[config.mk]
export PLATFORM = sky130hd
export DESIGN_NAME = line_pixel_stepper_top_flat
export DESIGN_NICKNAME = d
export VERILOG_FILES = /design/src/hw/rtl/lps_pkg.sv /design/src/hw/rtl/lps_cmd_if.sv /design/src/hw/rtl/lps_pix_if.sv /design/src/hw/rtl/line_pixel_stepper_top.sv /design/src/flat_wrapper.sv
export SDC_FILE = /design/constraint.sdc
export NUM_CORES = 1
export LEC_CHECK = 0
export BUFFER_PORTS_ARGS = -buffer_cell sky130_fd_sc_hd__buf_2
export CAP_MARGIN = 20
export CORE_ASPECT_RATIO = 0.9
export CORE_MARGIN = 3
export CORE_UTILIZATION = 50
export DETAILED_ROUTE_END_ITERATION = 16
export PLACE_DENSITY = 0.68
export SYNTH_ARGS = -nofsm -noshare
export SYNTH_HDL_FRONTEND = slang
export SYNTH_SLANG_ARGS = --single-unit
export TNS_END_PERCENT = 5
[constraint.sdc]
create_clock -name clk -period 5.8 [get_ports clk]
set_clock_uncertainty 0.05 [all_clocks]
set_input_delay 0.29 -clock clk [delete_from_list [all_inputs] [get_ports clk]]
set_output_delay 0.29 -clock clk [all_outputs]
set_load 0.02 [all_outputs]
[src/hw/rtl/lps_pkg.sv]
`timescale 1ns / 1ps

package lps_pkg;

	// coordinate and span widths
	localparam int COORD_W = 16;
	localparam int SPAN_W  = COORD_W + 1;

	// visible window
	localparam int SCREEN_WIDTH  = 256;
	localparam int SCREEN_HEIGHT = 192;

	typedef logic signed [COORD_W-1:0] coord_t;
	typedef logic        [SPAN_W-1:0]  span_t;

	// command codes
	typedef enum logic {
		KIND_START = 1'b0,
		KIND_NEXT  = 1'b1
	} kind_t;

endpackage

[src/hw/rtl/lps_cmd_if.sv]
`timescale 1ns / 1ps

interface lps_cmd_if;
	import lps_pkg::*;

	logic   valid;
	logic   ready;
	kind_t  kind;
	coord_t x_start;
	coord_t y_start;
	coord_t x_end;
	coord_t y_end;

	modport source (output valid, output kind, output x_start, output y_start,
		output x_end, output y_end, input ready);
	modport sink (input valid, input kind, input x_start, input y_start,
		input x_end, input y_end, output ready);
endinterface

[src/hw/rtl/lps_pix_if.sv]
`timescale 1ns / 1ps

interface lps_pix_if;
	import lps_pkg::*;

	logic   valid;
	logic   ready;
	coord_t pixel_x;
	coord_t pixel_y;
	logic   on_screen;
	logic   last;

	modport source (output valid, output pixel_x, output pixel_y, output on_screen,
		output last, input ready);
	modport sink (input valid, input pixel_x, input pixel_y, input on_screen,
		input last, output ready);
endinterface

[src/hw/rtl/line_pixel_stepper_top.sv]
`timescale 1ns / 1ps

// Line stepper: a start word (kind = start) loads two signed endpoints and yields no
// pixel; each following next word yields one pixel of the line, with an on-screen flag
// for the visible window and a last flag on the final pixel, after which the line ends
// and further next words are dropped without output. A start word may come at any time
// and replaces the line in progress. The line state and the single output register both
// update at the accept edge, so with next words and the sink always ready a pixel leaves
// every clock. The accumulator update is one add, one compare and subtract; the command
// side stalls only while the output register holds a pixel that the sink has not taken.
module line_pixel_stepper_top (
	input  logic           clk,
	input  logic           arst_n,
	lps_cmd_if.sink        cmd,
	lps_pix_if.source      pixel
);
	import lps_pkg::*;

	// line state
	coord_t cur_x_q, cur_y_q;
	logic   x_neg_q, y_neg_q;
	span_t  major_span_q, minor_span_q;
	span_t  error_acc_q, steps_done_q;
	logic   x_is_major_q;
	logic   active_q;

	// output register
	logic   out_valid_q;
	coord_t out_x_q, out_y_q;
	logic   out_on_q, out_last_q;

	// handshake: take a new word whenever the output register is free or draining
	logic acc, load_start, load_pixel;
	assign cmd.ready  = !out_valid_q || pixel.ready;
	assign acc        = cmd.valid && cmd.ready;
	assign load_start = acc && (cmd.kind == KIND_START);
	assign load_pixel = acc && (cmd.kind == KIND_NEXT) && active_q;

	// start word: spans and directions from the endpoint differences
	logic signed [SPAN_W-1:0] dx, dy;
	span_t abs_dx, abs_dy, span_x, span_y;
	logic  start_x_major;

	always_comb begin
		dx = SPAN_W'($signed({cmd.x_end[COORD_W-1], cmd.x_end}))
			- SPAN_W'($signed({cmd.x_start[COORD_W-1], cmd.x_start}));
		dy = SPAN_W'($signed({cmd.y_end[COORD_W-1], cmd.y_end}))
			- SPAN_W'($signed({cmd.y_start[COORD_W-1], cmd.y_start}));
		abs_dx = dx[SPAN_W-1] ? span_t'(-dx) : span_t'(dx);
		abs_dy = dy[SPAN_W-1] ? span_t'(-dy) : span_t'(dy);
		// zero difference still spans one pixel
		span_x = abs_dx + span_t'(1);
		span_y = abs_dy + span_t'(1);
		// ties go to x
		start_x_major = (span_x >= span_y);
	end

	// next word: current pixel out, then one step along the line
	logic [SPAN_W:0] err_sum;
	logic            minor_hit;
	span_t           err_next, steps_next;
	logic            last_c, on_c;
	coord_t          x_step, y_step, x_next, y_next;

	always_comb begin
		steps_next = steps_done_q + span_t'(1);
		last_c     = (steps_next >= major_span_q);

		// visible when both coordinates are non-negative and inside the window
		on_c = !cur_x_q[COORD_W-1] && !cur_y_q[COORD_W-1]
			&& (32'(unsigned'(cur_x_q)) < 32'(SCREEN_WIDTH))
			&& (32'(unsigned'(cur_y_q)) < 32'(SCREEN_HEIGHT));

		// accumulate the minor span, no half-step offset
		err_sum   = {1'b0, error_acc_q} + {1'b0, minor_span_q};
		minor_hit = (err_sum >= {1'b0, major_span_q});
		err_next  = minor_hit ? SPAN_W'(err_sum - {1'b0, major_span_q}) : SPAN_W'(err_sum);

		x_step = x_neg_q ? cur_x_q - coord_t'(1) : cur_x_q + coord_t'(1);
		y_step = y_neg_q ? cur_y_q - coord_t'(1) : cur_y_q + coord_t'(1);

		// major axis always moves, minor axis only on an accumulator hit
		if (x_is_major_q) begin
			x_next = x_step;
			y_next = minor_hit ? y_step : cur_y_q;
		end else begin
			x_next = minor_hit ? x_step : cur_x_q;
			y_next = y_step;
		end
	end

	// control state
	always_ff @(posedge clk or negedge arst_n) begin
		if (!arst_n) begin
			active_q     <= 1'b0;
			x_is_major_q <= 1'b1;
			x_neg_q      <= 1'b0;
			y_neg_q      <= 1'b0;
			cur_x_q      <= '0;
			cur_y_q      <= '0;
			major_span_q <= '0;
			minor_span_q <= '0;
			error_acc_q  <= '0;
			steps_done_q <= '0;
		end else if (load_start) begin
			active_q     <= 1'b1;
			x_is_major_q <= start_x_major;
			x_neg_q      <= dx[SPAN_W-1];
			y_neg_q      <= dy[SPAN_W-1];
			cur_x_q      <= cmd.x_start;
			cur_y_q      <= cmd.y_start;
			major_span_q <= start_x_major ? span_x : span_y;
			minor_span_q <= start_x_major ? span_y : span_x;
			error_acc_q  <= '0;
			steps_done_q <= '0;
		end else if (load_pixel) begin
			cur_x_q      <= x_next;
			cur_y_q      <= y_next;
			error_acc_q  <= err_next;
			steps_done_q <= steps_next;
			// line ends after its final pixel
			if (last_c) begin
				active_q <= 1'b0;
			end
		end
	end

	// output valid
	always_ff @(posedge clk or negedge arst_n) begin
		if (!arst_n) begin
			out_valid_q <= 1'b0;
		end else if (load_pixel) begin
			out_valid_q <= 1'b1;
		end else if (pixel.ready) begin
			out_valid_q <= 1'b0;
		end
	end

	// output payload, no reset needed
	always_ff @(posedge clk) begin
		if (load_pixel) begin
			out_x_q    <= cur_x_q;
			out_y_q    <= cur_y_q;
			out_on_q   <= on_c;
			out_last_q <= last_c;
		end
	end

	assign pixel.valid     = out_valid_q;
	assign pixel.pixel_x   = out_x_q;
	assign pixel.pixel_y   = out_y_q;
	assign pixel.on_screen = out_on_q;
	assign pixel.last      = out_last_q;

`ifndef SYNTHESIS
	// accumulator stays below the major span while a line runs
	a_err_bound: assert property (@(posedge clk) disable iff (!arst_n)
		active_q |-> (error_acc_q < major_span_q))
		else $error("accumulator reached major span");

	// a start word arms a fresh line
	a_start_arms: assert property (@(posedge clk) disable iff (!arst_n)
		load_start |=> (active_q && steps_done_q == '0 && error_acc_q == '0))
		else $error("start word did not arm the line");

	// the final pixel closes the line and leaves a last pixel in the output register
	a_last_ends: assert property (@(posedge clk) disable iff (!arst_n)
		(load_pixel && last_c) |=> (!active_q && pixel.valid && pixel.last))
		else $error("line still active after last pixel");

	// a stalled output word is never overwritten
	a_no_overwrite: assert property (@(posedge clk) disable iff (!arst_n)
		(out_valid_q && !pixel.ready) |-> !load_pixel)
		else $error("pending pixel overwritten");
`endif

endmodule
[src/flat_wrapper.sv]
// flat-port wrapper written by rule: the top's interface ports become plain ports
module line_pixel_stepper_top_flat import lps_pkg::*;
  (clk, arst_n, cmd_valid, cmd_kind, cmd_x_start, cmd_y_start, cmd_x_end, cmd_y_end, cmd_ready, pixel_valid, pixel_pixel_x, pixel_pixel_y, pixel_on_screen, pixel_last, pixel_ready);
  lps_cmd_if cmd_i ();
  lps_pix_if pixel_i ();
  input  logic clk;
  input  logic arst_n;
  input wire logic [$bits(cmd_i.valid)-1:0] cmd_valid;
  input wire logic [$bits(cmd_i.kind)-1:0] cmd_kind;
  input wire logic [$bits(cmd_i.x_start)-1:0] cmd_x_start;
  input wire logic [$bits(cmd_i.y_start)-1:0] cmd_y_start;
  input wire logic [$bits(cmd_i.x_end)-1:0] cmd_x_end;
  input wire logic [$bits(cmd_i.y_end)-1:0] cmd_y_end;
  output wire logic [$bits(cmd_i.ready)-1:0] cmd_ready;
  output wire logic [$bits(pixel_i.valid)-1:0] pixel_valid;
  output wire logic [$bits(pixel_i.pixel_x)-1:0] pixel_pixel_x;
  output wire logic [$bits(pixel_i.pixel_y)-1:0] pixel_pixel_y;
  output wire logic [$bits(pixel_i.on_screen)-1:0] pixel_on_screen;
  output wire logic [$bits(pixel_i.last)-1:0] pixel_last;
  input wire logic [$bits(pixel_i.ready)-1:0] pixel_ready;
  assign cmd_i.valid = cmd_valid;
  assign cmd_i.kind = cmd_kind;
  assign cmd_i.x_start = cmd_x_start;
  assign cmd_i.y_start = cmd_y_start;
  assign cmd_i.x_end = cmd_x_end;
  assign cmd_i.y_end = cmd_y_end;
  assign cmd_ready = cmd_i.ready;
  assign pixel_valid = pixel_i.valid;
  assign pixel_pixel_x = pixel_i.pixel_x;
  assign pixel_pixel_y = pixel_i.pixel_y;
  assign pixel_on_screen = pixel_i.on_screen;
  assign pixel_last = pixel_i.last;
  assign pixel_i.ready = pixel_ready;
  line_pixel_stepper_top u_core (.clk(clk), .arst_n(arst_n), .cmd(cmd_i), .pixel(pixel_i));
endmodule
==> impl_metrics.csv, run 1 <==
group,metric,value,unit
placed_design,dp_hpwl,29230,um
timing,worst_slew_margin_rel,29.49,%
worst_setup_path,worst-setup-path-type,"reg2reg",
cells_and_area,fin_nets,1913,
worst_setup_path,crit_path_top_cell_by_count,"sky130_fd_sc_hd__a21oi_1",
placed_design,placement.io_buffers,104,
pwr,total_switching_power,3.860,mW
cts,tritoncts,"yes",
pwr,power_per_cell_area,540.6,nW/um2
floorplanning,core_region_area,25460,um2
cts,cts-root-buf,"sky130_fd_sc_hd__clkbuf_16",
worst_setup_path,critical_path.startpoint,"u_core.minor_span_q[0]$_DFFE_PN0P_",
worst_setup_path,data_required_time_at_the_worst_endpoint,6.03,ns
cells_and_area,antennaDiodeCount,0,
detailed_routing,drtAntennaViolNets,0,
cells_and_area,multi_input_comb_area,8876,um2
timing,timing.final.crit_share,96.05,%
cts,cts_sinks,139,
floorplanning,ios,105,
pwr,p_int,4.293,mW
synthesis,synth.top_cells.by_area,"sky130_fd_sc_hd__dfrtp_1, sky130_fd_sc_hd__ha_1, sky130_fd_sc_hd__edfxtp_1, sky130_fd_sc_hd__xnor2_1, sky130_fd_sc_hd__a21oi_1",
worst_setup_path,worstPathCellList,"ha_1 > fa_1 > a21o_1 > a21oi_1 > o21bai_1 > a21oi_2 > o21bai_1 > a211o_1 > a2111oi_0 > buf_4 > o31ai_1 > a21oi_1 > xnor2_1 > ha_1 > or2_2 > a21oi_1 > a211oi_2 > o41ai_4 > bufbuf_16 > nor3_1 > a211oi_2 > a21oi_1",
min_path,hold_path_class,"in2reg",
placed_design,place_worst_setup_slack,0.04641,ns
timing,report.final.hold_viol_count,0,
min_path,hp-start,"cmd_y_start[14]",
grt,grt_pass1_vias,11640,
floorplanning,die_height,159.4,um
synthesis,syn-cell-area,13070,um2
timing,setup_slack,0.2289,ns
grt,globalRouteTotalUtil,26.40,%
timing,rsz0062_at_grt,"false",
synthesis,synth_async_sr_flop_share,75.54,%
cells_and_area,fillers,2336,
detailed_routing,detail_route.first_pass.iterations,7,
cts,cts_buffer_depth,2,
worst_setup_path,worst_path_arrival,5.80,ns
detailed_routing,route.detailed.wl_per_inst,18.30,um
worst_setup_path,crit_path_end_kind,"flip-flop",
pwr,p_leak,7.053,nW
synthesis,synth_seq_area_share,27.92,%
worst_setup_path,cp_num_buf_inv,2,
cts,clkSlewWorstSetupHoldPaths,0.07,ns
detailed_routing,post_drt_via_cell_ratio,5.939,
cts,clock_latency,0.42,ns
timing,slew_violations,0,
detailed_routing,iteration_0_drc_markers,1098,
synthesis,synth.top_cell.area_share,19.91,%
run,max_cap_violations,0,
grt,maximum_number_of_pins_on_one_net_before_global_route_repair,65,
placed_design,gp_congestion,0.9500,
run_status,result_of_the_run,"complete, no violations",
timing,final-setup-viol-count,0,
worst_setup_path,slowest_stage,"sky130_fd_sc_hd__o41ai_4",
synthesis,synth-edff-count,34,
worst_setup_path,cp_top_family,"compound AO/OA/AOI/OAI gates",
synthesis,synth_top_flop_cell,"sky130_fd_sc_hd__dfrtp_1",
floorplanning,rows,55,
detailed_routing,post-route-drc-count,0,
synthesis,syn_avg_cell_area,8.373,um2
synthesis,synth_cells,1561,
cells_and_area,drive_gt1_share,16.12,%
synthesis,yosys_warnings,0,
cells_and_area,sequential_cell_area,3650,um2
floorplanning,die_area,28120,um2
pwr,power.combinational.fraction,67.3,%
worst_setup_path,critical-path-max-stage-delay,0.42,ns
floorplanning,die-width,176.4,um
timing,layout_min_cycle_time,5.571,ns
cts,numCtsBuffers,17,
pwr,vdd.ir_drop.worst,0.3820,mV
worst_setup_path,path_max_fanout,16,
detailed_routing,detailroute.via_count,12230,
grt,gr_ovfl_total,0,
worst_setup_path,timing.rr.start,"u_core.minor_span_q[0]$_DFFE_PN0P_",
grt,grt_first_pass_wirelength,60190,um
pwr,pwr-share-clk,12.7,%
pwr,p_sw_share,47.34,%
timing,tns,0,ns
synthesis,yosys.cell_types.count,88,
synthesis,postSynthRegisterBits,139,
detailed_routing,detail_route.wirelength,37690,um
timing,maxClockFrequency,0.1795,GHz
floorplanning,start_util,51.33,%
synthesis,synth_area_leader_cell,"sky130_fd_sc_hd__dfrtp_1",
cells_and_area,area_growth_syn_to_layout,15.37,%
pwr,p_seq_share,20.0,%
timing,tightestPinTransition,1.058,ns
worst_setup_path,kind_of_start_point_of_the_critical_path,"flip-flop",
synthesis,mappedNetlistNets,1769,
cts,ctsHtreeMaxLevel,4,
grt,grt_antenna_before_repair,0,
==> cell families (layout without fill, tap and decap cells) <==
group	after synthesis	after routing	synth area share (%)
and+or+nand+nor	475	475	18.28
adders and majority gates	139	139	13.65
buffers and inverters	165	322	4.815
xor gates and xnor gates	135	135	9.161
AOI/OAI and AO/OA	477	477	23.62
muxes	31	31	2.556
DFF	139	139	27.92
==> per-stage QoR <==
step / std cells / hold WS [ns] / area, um2 / power [mW] / util, %
after floorplan: 1561 / -0.05559 / 13070 / 5.488 / -
after global placement: 2025 / 0.2735 / 14440 / 6.779 / 56.72
after detailed placement: 2025 / 0.2769 / 14440 / 6.918 / 56.72
after CTS: 2058 / 0.06570 / 15010 / 8.005 / 58.94
after global routing: 2060 / 0.1020 / 15080 / 8.884 / 59.22
final: 2060 / 0.07748 / 15080 / 8.152 / 59.22
==> flip-flops by register name, indices dropped and copies added (netlist names), 16 cells and up <==
| signal | count |
|---|---|
| u_core.minor_span_q | 17 |
| u_core.cur_y_q | 16 |
| u_core.steps_done_q | 17 |
| u_core.pixel.pixel_y | 16 |
| u_core.error_acc_q | 17 |
| u_core.pixel.pixel_x | 16 |
| u_core.cur_x_q | 16 |
| u_core.major_span_q | 17 |
==> synth_stat cells, types with 28 or more instances <==
cell type,count
sky130_fd_sc_hd__nor2_1,102
sky130_fd_sc_hd__xor2_1,49
sky130_fd_sc_hd__inv_1,108
sky130_fd_sc_hd__o21ai_0,108
sky130_fd_sc_hd__edfxtp_1,34
sky130_fd_sc_hd__nand2_1,133
sky130_fd_sc_hd__xnor2_1,85
sky130_fd_sc_hd__nor3_1,28
sky130_fd_sc_hd__a21o_1,46
sky130_fd_sc_hd__a21oi_1,119
sky130_fd_sc_hd__ha_1,133
sky130_fd_sc_hd__nand3_1,42
sky130_fd_sc_hd__dfrtp_1,104
sky130_fd_sc_hd__clkbuf_1,47
==> cells in the final DEF (no fill, tap or decap), types with 14 or more instances in the layout <==
master	count
sky130_fd_sc_hd__and3_1	22
sky130_fd_sc_hd__nor3_1	27
sky130_fd_sc_hd__buf_4	74
sky130_fd_sc_hd__a211oi_1	22
sky130_fd_sc_hd__clkbuf_16	17
sky130_fd_sc_hd__a31oi_1	18
sky130_fd_sc_hd__a21oi_1	118
sky130_fd_sc_hd__nor2_1	100
sky130_fd_sc_hd__o21ai_0	108
sky130_fd_sc_hd__buf_2	103
sky130_fd_sc_hd__a21o_1	46
sky130_fd_sc_hd__dfrtp_1	104
sky130_fd_sc_hd__edfxtp_1	34
sky130_fd_sc_hd__o21ai_1	17
sky130_fd_sc_hd__or2_2	14
sky130_fd_sc_hd__or3_1	19
sky130_fd_sc_hd__nand3_1	42
sky130_fd_sc_hd__ha_1	133
sky130_fd_sc_hd__nor4_1	14
sky130_fd_sc_hd__o211ai_1	20
sky130_fd_sc_hd__inv_1	107
sky130_fd_sc_hd__xor2_1	49
sky130_fd_sc_hd__nand2_1	133
sky130_fd_sc_hd__mux2_2	18
sky130_fd_sc_hd__xnor2_1	85
sky130_fd_sc_hd__nor2b_1	23
==> final timing paths <==
| check | slack [ns] | endpoint | cells past startpoint |
|---|---|---|---|
| setup / recovery | 0.23 | u_core.cur_x_q[2]$_DFFE_PN0P_ | 22 |
| hold / removal | 0.08 | u_core.cur_y_q[14]$_DFFE_PN0P_ | 3 |
| setup reg to reg | 0.23 | u_core.cur_x_q[2]$_DFFE_PN0P_ | 22 |
| hold reg to reg | 0.43 | u_core.major_span_q[8]$_DFFE_PN0P_ | 2 |
| max in group asynchronous | 4.07 | u_core.cur_x_q[5]$_DFFE_PN0P_ | 3 |
| min in group asynchronous | 0.36 | u_core.steps_done_q[10]$_DFFE_PN0P_ | 2 |
==> worst min-delay path, cell delays in order <==
cell and delay [ns]:
sky130_fd_sc_hd__buf_2 0.11, sky130_fd_sc_hd__a21oi_1 0.06, sky130_fd_sc_hd__o21ai_0 0.06
==> layer usage <==
layer	GRT usage (%)	part of all wire, %	up-vias
li1	-	-	5986
met1	39.39	48	5786
met2	39.02	42	400
met3	4.983	7.3	62
met4	7.247	2.3	0
met5	0	0	-
==> power groups by stage <==
| stage | combinational (mW) | clock [mW] | sequential, mW |
|---|---|---|---|
| 2_1_floorplan | 3.91 | 0 | 1.58 |
| 3_3_place_gp | 5.15 | 0 | 1.63 |
| 3_5_place_dp | 5.28 | 0 | 1.64 |
| 4_1_cts | 5.33 | 1.05 | 1.62 |
| 5_1_grt | 6.12 | 1.10 | 1.67 |
| 6_report | 5.49 | 1.04 | 1.63 |
==> what timing repair did <==
item / 4_1_cts / 5_1_grt
endpoints found under the setup margin: 0 / 45
buffers inserted: 0 / 1
resized for setup: 0 / 9
endpoints found under the hold margin: 40 / 0
hold buffers: 1 / 0
==> final cells by class <==
class | instances | share of cell area [%]
sequential | 139 | 24.20
clock buffer | 17 | 2.821
multi-input combinational | 1257 | 58.86
tap | 342 | 2.838
clock inverter | 15 | 0.8629
inverter | 108 | 2.688
timing repair buffer | 182 | 7.725
Note: power is estimated with default switching activity, not from simulation.
==> run 2, diff against run 1 <==
--- a/config.mk
+++ b/config.mk
@@ -10,6 +10,8 @@
 export CORE_ASPECT_RATIO = 0.9
 export CORE_MARGIN = 3
 export CORE_UTILIZATION = 50
+export CTS_CLUSTER_DIAMETER = 40
+export CTS_CLUSTER_SIZE = 28
 export DETAILED_ROUTE_END_ITERATION = 16
 export PLACE_DENSITY = 0.68
 export SYNTH_ARGS = -nofsm -noshare
==> constraint.sdc (replaced) <==
create_clock -name clk -period 7.1 [get_ports clk]
set_clock_uncertainty 0.05 [all_clocks]
set_input_delay 0.355 -clock clk [delete_from_list [all_inputs] [get_ports clk]]
set_output_delay 0.355 -clock clk [all_outputs]
set_load 0.02 [all_outputs]
==> impl_metrics.csv, run 2 (synthesized netlist as in run 1, its figures left out) <==
group,metric,value,unit
timing,maxClockFrequency,0.1638,GHz
pwr,p_leak,6.708,nW
worst_setup_path,crit_path_end_kind,"flip-flop",
detailed_routing,met1_length,18480,um
cells_and_area,multi_input_comb_area,8835,um2
timing,report.final.hold_viol_count,0,
pwr,vdd.ir_drop.worst,0.3080,mV
detailed_routing,post-route-drc-count,0,
cts,cts-root-buf,"sky130_fd_sc_hd__clkbuf_16",
detailed_routing,iteration_0_drc_markers,1264,
cts,numCtsBuffers,17,
grt,gr_ovfl_total,0,
cells_and_area,area_growth_syn_to_layout,11.25,%
run_status,result_of_the_run,"complete, no violations",
timing,worst_slew_margin_rel,42.13,%
timing,final-setup-viol-count,0,
grt,grt_pass1_vias,11020,
floorplanning,die_area,28120,um2
cells_and_area,final_cells,1995,
min_path,whs_path_depth,3,
grt,globalRouteTotalUtil,25.76,%
detailed_routing,route.detailed.wl_per_inst,18.24,um
detailed_routing,detail_route.wirelength,36390,um
floorplanning,rows,55,
cells_and_area,sequential_cell_area,3650,um2
floorplanning,core_region_area,25460,um2
timing,tightestPinTransition,0.8628,ns
detailed_routing,met3_wirelength,1804,um
grt,grt_first_pass_wirelength,58750,um
floorplanning,die-width,176.4,um
worst_setup_path,path_max_fanout,33,
placed_design,placement.io_buffers,104,
worst_setup_path,ff2ff_path_depth,20,
pwr,power_per_cell_area,441.3,nW/um2
grt,maximum_number_of_pins_on_one_net_before_global_route_repair,82,
cts,ctsHtreeMaxLevel,4,
timing,slew_violations,0,
cts,cts_buffer_depth,2,
cts,post_cts_buffers,0,
cells_and_area,drive_gt1_share,12.46,%
cts,clock_latency,0.43,ns
cells_and_area,fillers,2336,
min_path,hold_path_class,"in2reg",
placed_design,dpl_cells,1962,
detailed_routing,drtAntennaViolNets,0,
cells_and_area,antennaDiodeCount,0,
placed_design,dp_hpwl,27760,um
timing,tns,0,ns
floorplanning,ios,105,
detailed_routing,detailroute.via_count,11840,
detailed_routing,route.met2.wl,15780,um
detailed_routing,highest_layer,"met4",
cts,cts_sinks,139,
worst_setup_path,worst_path_arrival,6.41,ns
cells_and_area,layout.cells.most_common_list,"sky130_fd_sc_hd__nand2_1, sky130_fd_sc_hd__ha_1, sky130_fd_sc_hd__a21oi_1, sky130_fd_sc_hd__o21ai_0, sky130_fd_sc_hd__inv_1",
timing,timing.final.crit_share,85.97,%
cells_and_area,fin_nets,1848,
timing,layout_min_cycle_time,6.104,ns
floorplanning,start_util,51.33,%
detailed_routing,post_drt_via_cell_ratio,5.935,
cells_and_area,layout.core_utilization,57.11,%
detailed_routing,detail_route.first_pass.iterations,5,
placed_design,gp_congestion,0.9258,
floorplanning,die_height,159.4,um
worst_setup_path,data_required_time_at_the_worst_endpoint,7.40,ns
cts,clkSlewWorstSetupHoldPaths,0.08,ns
timing,rsz0062_at_grt,"false",
cts,tritoncts,"yes",
run,max_cap_violations,0,
worst_setup_path,kind_of_start_point_of_the_critical_path,"flip-flop",
worst_setup_path,worst-setup-path-type,"reg2reg",
grt,grt_antenna_before_repair,1,
## run 2: final cells by class
type | count | share of cell area, %
inverters | 108 | 2.788
well taps | 342 | 2.943
multi-input cells | 1257 | 60.76
clock inverters | 15 | 1.196
repair buffers | 117 | 4.285
clock buffers | 17 | 2.926
flip-flops and latches | 139 | 25.10
## run 2: power breakdown
part	total [mW]	switching (mW)	internal, mW
logic	4.19	2.45	1.74
clock network	0.897	0.423	0.474
registers	1.33	0.226	1.11
## run 2: metrics by stage
stage / hold WS (ns) / worst slack, ns / instance area (um2) / power (mW)
3_3_place_gp: 0.3659 / 0.8930 / 13930 / 5.365
6_report: 0.1165 / 0.9961 / 14540 / 6.417
4_1_cts: 0.1092 / 1.051 / 14540 / 6.368
3_5_place_dp: 0.3651 / 0.7414 / 13930 / 5.435
5_1_grt: 0.1296 / 0.3919 / 14540 / 6.996
2_1_floorplan: 0.009409 / 1.362 / 13070 / 4.483
## run 2: final timing paths
kind                                                   start                             endpoint  slack, ns
setup / recovery           u_core.error_acc_q[0]$_DFFE_PN0P_   u_core.error_acc_q[13]$_DFFE_PN0P_        1.0
hold / removal                               cmd_y_start[15]       u_core.cur_y_q[15]$_DFFE_PN0P_       0.12
setup reg to reg           u_core.error_acc_q[0]$_DFFE_PN0P_   u_core.error_acc_q[13]$_DFFE_PN0P_        1.0
hold reg to reg                u_core.cur_x_q[3]$_DFFE_PN0P_    u_core.pixel.pixel_x[3]$_DFFE_PP_       0.43
max in group asynchronous                             arst_n   u_core.minor_span_q[3]$_DFFE_PN0P_       5.29
min in group asynchronous                             arst_n  u_core.steps_done_q[12]$_DFFE_PN0P_       0.43
## run 2: worst max-delay path, stage by stage, from the launching register on
cell and delay [ns]:
sky130_fd_sc_hd__dfrtp_1 0.38, sky130_fd_sc_hd__ha_1 0.23, sky130_fd_sc_hd__fa_1 0.40, sky130_fd_sc_hd__a21o_1 0.17
sky130_fd_sc_hd__a21oi_1 0.21, sky130_fd_sc_hd__o21bai_1 0.10, sky130_fd_sc_hd__a21oi_1 0.31, sky130_fd_sc_hd__o21bai_1 0.15
sky130_fd_sc_hd__a211o_1 0.33, sky130_fd_sc_hd__a2111oi_0 0.68, sky130_fd_sc_hd__o21ai_0 0.17, sky130_fd_sc_hd__nor2b_1 0.18
sky130_fd_sc_hd__ha_1 0.39, sky130_fd_sc_hd__nand4_1 0.18, sky130_fd_sc_hd__nor2b_1 0.14, sky130_fd_sc_hd__o31ai_1 0.13
sky130_fd_sc_hd__a211oi_1 0.73, sky130_fd_sc_hd__nor3_2 0.09, sky130_fd_sc_hd__buf_4 0.27, sky130_fd_sc_hd__or4_1 0.55
sky130_fd_sc_hd__a31oi_1 0.18
## run 2: metal layers
layer | vias up | GRT usage [%]
met5 | - | 0
met4 | 0 | 4.427
met3 | 22 | 2.933
met2 | 336 | 38.48
met1 | 5637 | 40.41
li1 | 5845 | -
## run 2: timing repair
| item | 4_1_cts | 5_1_grt |
|---|---|---|
| resized for setup | 0 | 0 |
| hold buffers | 1 | 0 |
| endpoints found under the hold margin | 45 | 0 |
==> run 3, diff against run 2 <==
--- a/config.mk
+++ b/config.mk
@@ -7,13 +7,12 @@
 export LEC_CHECK = 0
 export BUFFER_PORTS_ARGS = -buffer_cell sky130_fd_sc_hd__buf_2
 export CAP_MARGIN = 20
-export CORE_ASPECT_RATIO = 0.9
+export CORE_ASPECT_RATIO = 1.4
 export CORE_MARGIN = 3
-export CORE_UTILIZATION = 50
+export CORE_UTILIZATION = 40
 export CTS_CLUSTER_DIAMETER = 40
 export CTS_CLUSTER_SIZE = 28
 export DETAILED_ROUTE_END_ITERATION = 16
-export PLACE_DENSITY = 0.68
 export SYNTH_ARGS = -nofsm -noshare
 export SYNTH_HDL_FRONTEND = slang
 export SYNTH_SLANG_ARGS = --single-unit
==> impl_metrics.csv, run 3 (synthesized netlist as in run 1, its figures left out) <==
group,metric,value,unit
worst_setup_path,critical_path.startpoint,"u_core.error_acc_q[0]$_DFFE_PN0P_",
pwr,p_sw_share,47.45,%
grt,grt_first_pass_wirelength,60790,um
cts,postCtsResizedCells,0,
timing,maxClockFrequency,0.1528,GHz
worst_setup_path,worst_path_arrival,6.68,ns
timing,tightestPinTransition,0.9025,ns
detailed_routing,detail_route.wirelength,37960,um
cells_and_area,layout.core_utilization,45.86,%
floorplanning,rows,77,
cells_and_area,final_design_area_no_fill,14630,um2
worst_setup_path,timing.rr.start,"u_core.error_acc_q[0]$_DFFE_PN0P_",
cells_and_area,fin_nets,1848,
placed_design,dpl_cell_area,14050,um2
detailed_routing,post-route-drc-count,0,
cells_and_area,area_growth_syn_to_layout,11.90,%
pwr,vdd.ir_drop.worst,0.2360,mV
detailed_routing,iteration_0_drc_markers,652,
detailed_routing,route.detailed.wl_per_inst,18.18,um
pwr,power.combinational.fraction,65.4,%
cts,cts_sinks,139,
placed_design,place_worst_setup_slack,0.6611,ns
pwr,power_per_cell_area,434.7,nW/um2
cts,clock_latency,0.43,ns
floorplanning,core_region_area,31890,um2
detailed_routing,drtAntennaViolNets,0,
detailed_routing,detail_route.first_pass.iterations,5,
pwr,p_leak,6.696,nW
worst_setup_path,worstPathCellList,"ha_1 > fa_1 > a21o_1 > a21oi_1 > o21bai_1 > a21oi_1 > o21bai_1 > a211o_1 > a2111oi_0 > o31ai_1 > a21oi_1 > xnor2_1 > ha_1 > or2_2 > a21oi_1 > a211oi_1 > o41ai_2 > buf_4 > nor2_1 > a31oi_1 > o21ai_0",
worst_setup_path,crit_path_end_kind,"flip-flop",
timing,setup_slack,0.5572,ns
run_status,result_of_the_run,"complete, no violations",
grt,globalRouteMet3Util,3.121,%
cts,clkSlewWorstSetupHoldPaths,0.06,ns
placed_design,dp_hpwl,30010,um
worst_setup_path,worst-setup-path-type,"reg2reg",
placed_design,dpl_cells,2054,
floorplanning,die_height,219.9,um
cells_and_area,drive_gt1_share,12.28,%
pwr,pwr-share-clk,13.6,%
placed_design,gp_congestion,0.9247,
pwr,total_switching_power,3.016,mW
timing,tns,0,ns
worst_setup_path,ff2ff_path_depth,21,
grt,gr_ovfl_total,0,
worst_setup_path,critical-path-max-stage-delay,0.68,ns
cells_and_area,layout.cells.most_common_list,"sky130_fd_sc_hd__nand2_1, sky130_fd_sc_hd__ha_1, sky130_fd_sc_hd__a21oi_1, sky130_fd_sc_hd__o21ai_0, sky130_fd_sc_hd__inv_1",
floorplanning,start_util,40.99,%
detailed_routing,post_drt_via_cell_ratio,5.612,
worst_setup_path,slowest_stage,"sky130_fd_sc_hd__a2111oi_0",
worst_setup_path,path_max_fanout,31,
worst_setup_path,crit_path_top_cell_by_count,"sky130_fd_sc_hd__a21oi_1",
cts,numCtsBuffers,17,
grt,use_met2,38.10,%
min_path,hold_path_class,"in2reg",
cells_and_area,final_cells,2088,
worst_setup_path,cp-endpoint,"u_core.cur_y_q[1]$_DFFE_PN0P_",
timing,timing.final.crit_share,92.15,%
cts,ctsHtreeMaxLevel,4,
timing,fin_worst_hold_slack,0.1377,ns
grt,grt_antenna_before_repair,2,
pwr,p_seq_share,20.9,%
run,max_cap_violations,0,
timing,final-setup-viol-count,0,
worst_setup_path,rrSetupSlack,0.56,ns
pwr,p_int,3.341,mW
worst_setup_path,kind_of_start_point_of_the_critical_path,"flip-flop",
grt,grt_pass1_vias,11520,
grt,maximum_number_of_pins_on_one_net_before_global_route_repair,82,
timing,layout_min_cycle_time,6.543,ns
grt,gr-max-usage-layer,"met2",
grt,use_met1,24.67,%
timing,rsz0062_at_grt,"false",
placed_design,placement.io_buffers,104,
floorplanning,die-width,158.8,um
worst_setup_path,regToRegEndpoint,"u_core.cur_y_q[1]$_DFFE_PN0P_",
timing,worst_slew_margin_rel,38.28,%
cts,tritoncts,"yes",
detailed_routing,detailroute.via_count,11720,
floorplanning,die_area,34910,um2
timing,report.final.hold_viol_count,0,
timing,slew_violations,0,
pwr,power,6.357,mW
grt,globalRouteTotalUtil,21.67,%
worst_setup_path,data_required_time_at_the_worst_endpoint,7.24,ns
cts,cts-root-buf,"sky130_fd_sc_hd__clkbuf_16",
floorplanning,ios,105,
cts,cts_buffer_depth,2,
run 3: changes by cell type in the layout (fill, tap and decap cells not counted), sizes merged:
cell,change
inv,-1
diode,+1
clkinvlp,-1
clkbuf,+2
bufinv,+1
clkinv,-1
run 3: final cells by class:
cell class              count  area [um2]
multi-input cells        1257        8835
flip-flops and latches    139        3650
repair buffers            117       623.1
well taps                 434       543.0
fillers                  3141       17260
clock buffers              19       432.9
clock inverters            13       133.9
inverters                 108       405.4
diodes                      1       2.502
run 3: repair_timing:
action                                 in CTS  in global routing
hold buffers                                1                  0
endpoints found under the hold margin      37                  0
buffers inserted                            0                  0
run 3: how the worst min path moves through the flow:
stage          cells past startpoint                        endpoint             from  slack, ns
2_1_floorplan                      0     u_core.active_q$_DFFE_PN0P_           arst_n      0.009
3_3_place_gp                       1  u_core.cur_y_q[14]$_DFFE_PN0P_           arst_n       0.34
3_5_place_dp                       1  u_core.pixel.valid$_DFFE_PN0P_           arst_n       0.34
4_1_cts                            3  u_core.cur_x_q[15]$_DFFE_PN0P_  cmd_x_start[15]       0.11
5_1_grt                            3  u_core.cur_x_q[15]$_DFFE_PN0P_  cmd_x_start[15]       0.12
6_report                           3  u_core.cur_x_q[15]$_DFFE_PN0P_  cmd_x_start[15]       0.14
run 3: per-layer routing:
layer,vias up,wire length (um)
li1,5848,-
met1,5562,15650
met2,226,18550
met4,2,2549
met5,-,13
met3,79,1187
run 3: power groups by stage:
stage	logic [mW]	registers, mW	clock network (mW)
floorplan	3.19	1.29	0
global placement	4.07	1.34	0
detailed placement	4.12	1.35	0
CTS	4.16	1.33	0.889
global route	4.66	1.36	0.923
finish	4.16	1.33	0.866
run 3: critical path, delay by kind of cell (launching register included):
family / cells / cell delay [ns]
AOI/OAI and AO/OA: 14 / 3.92
adders and majority gates: 3 / 1.03
DFF: 1 / 0.39
and+or+nand+nor: 2 / 0.38
buffers and inverters: 1 / 0.35
xor gates and xnor gates: 1 / 0.18
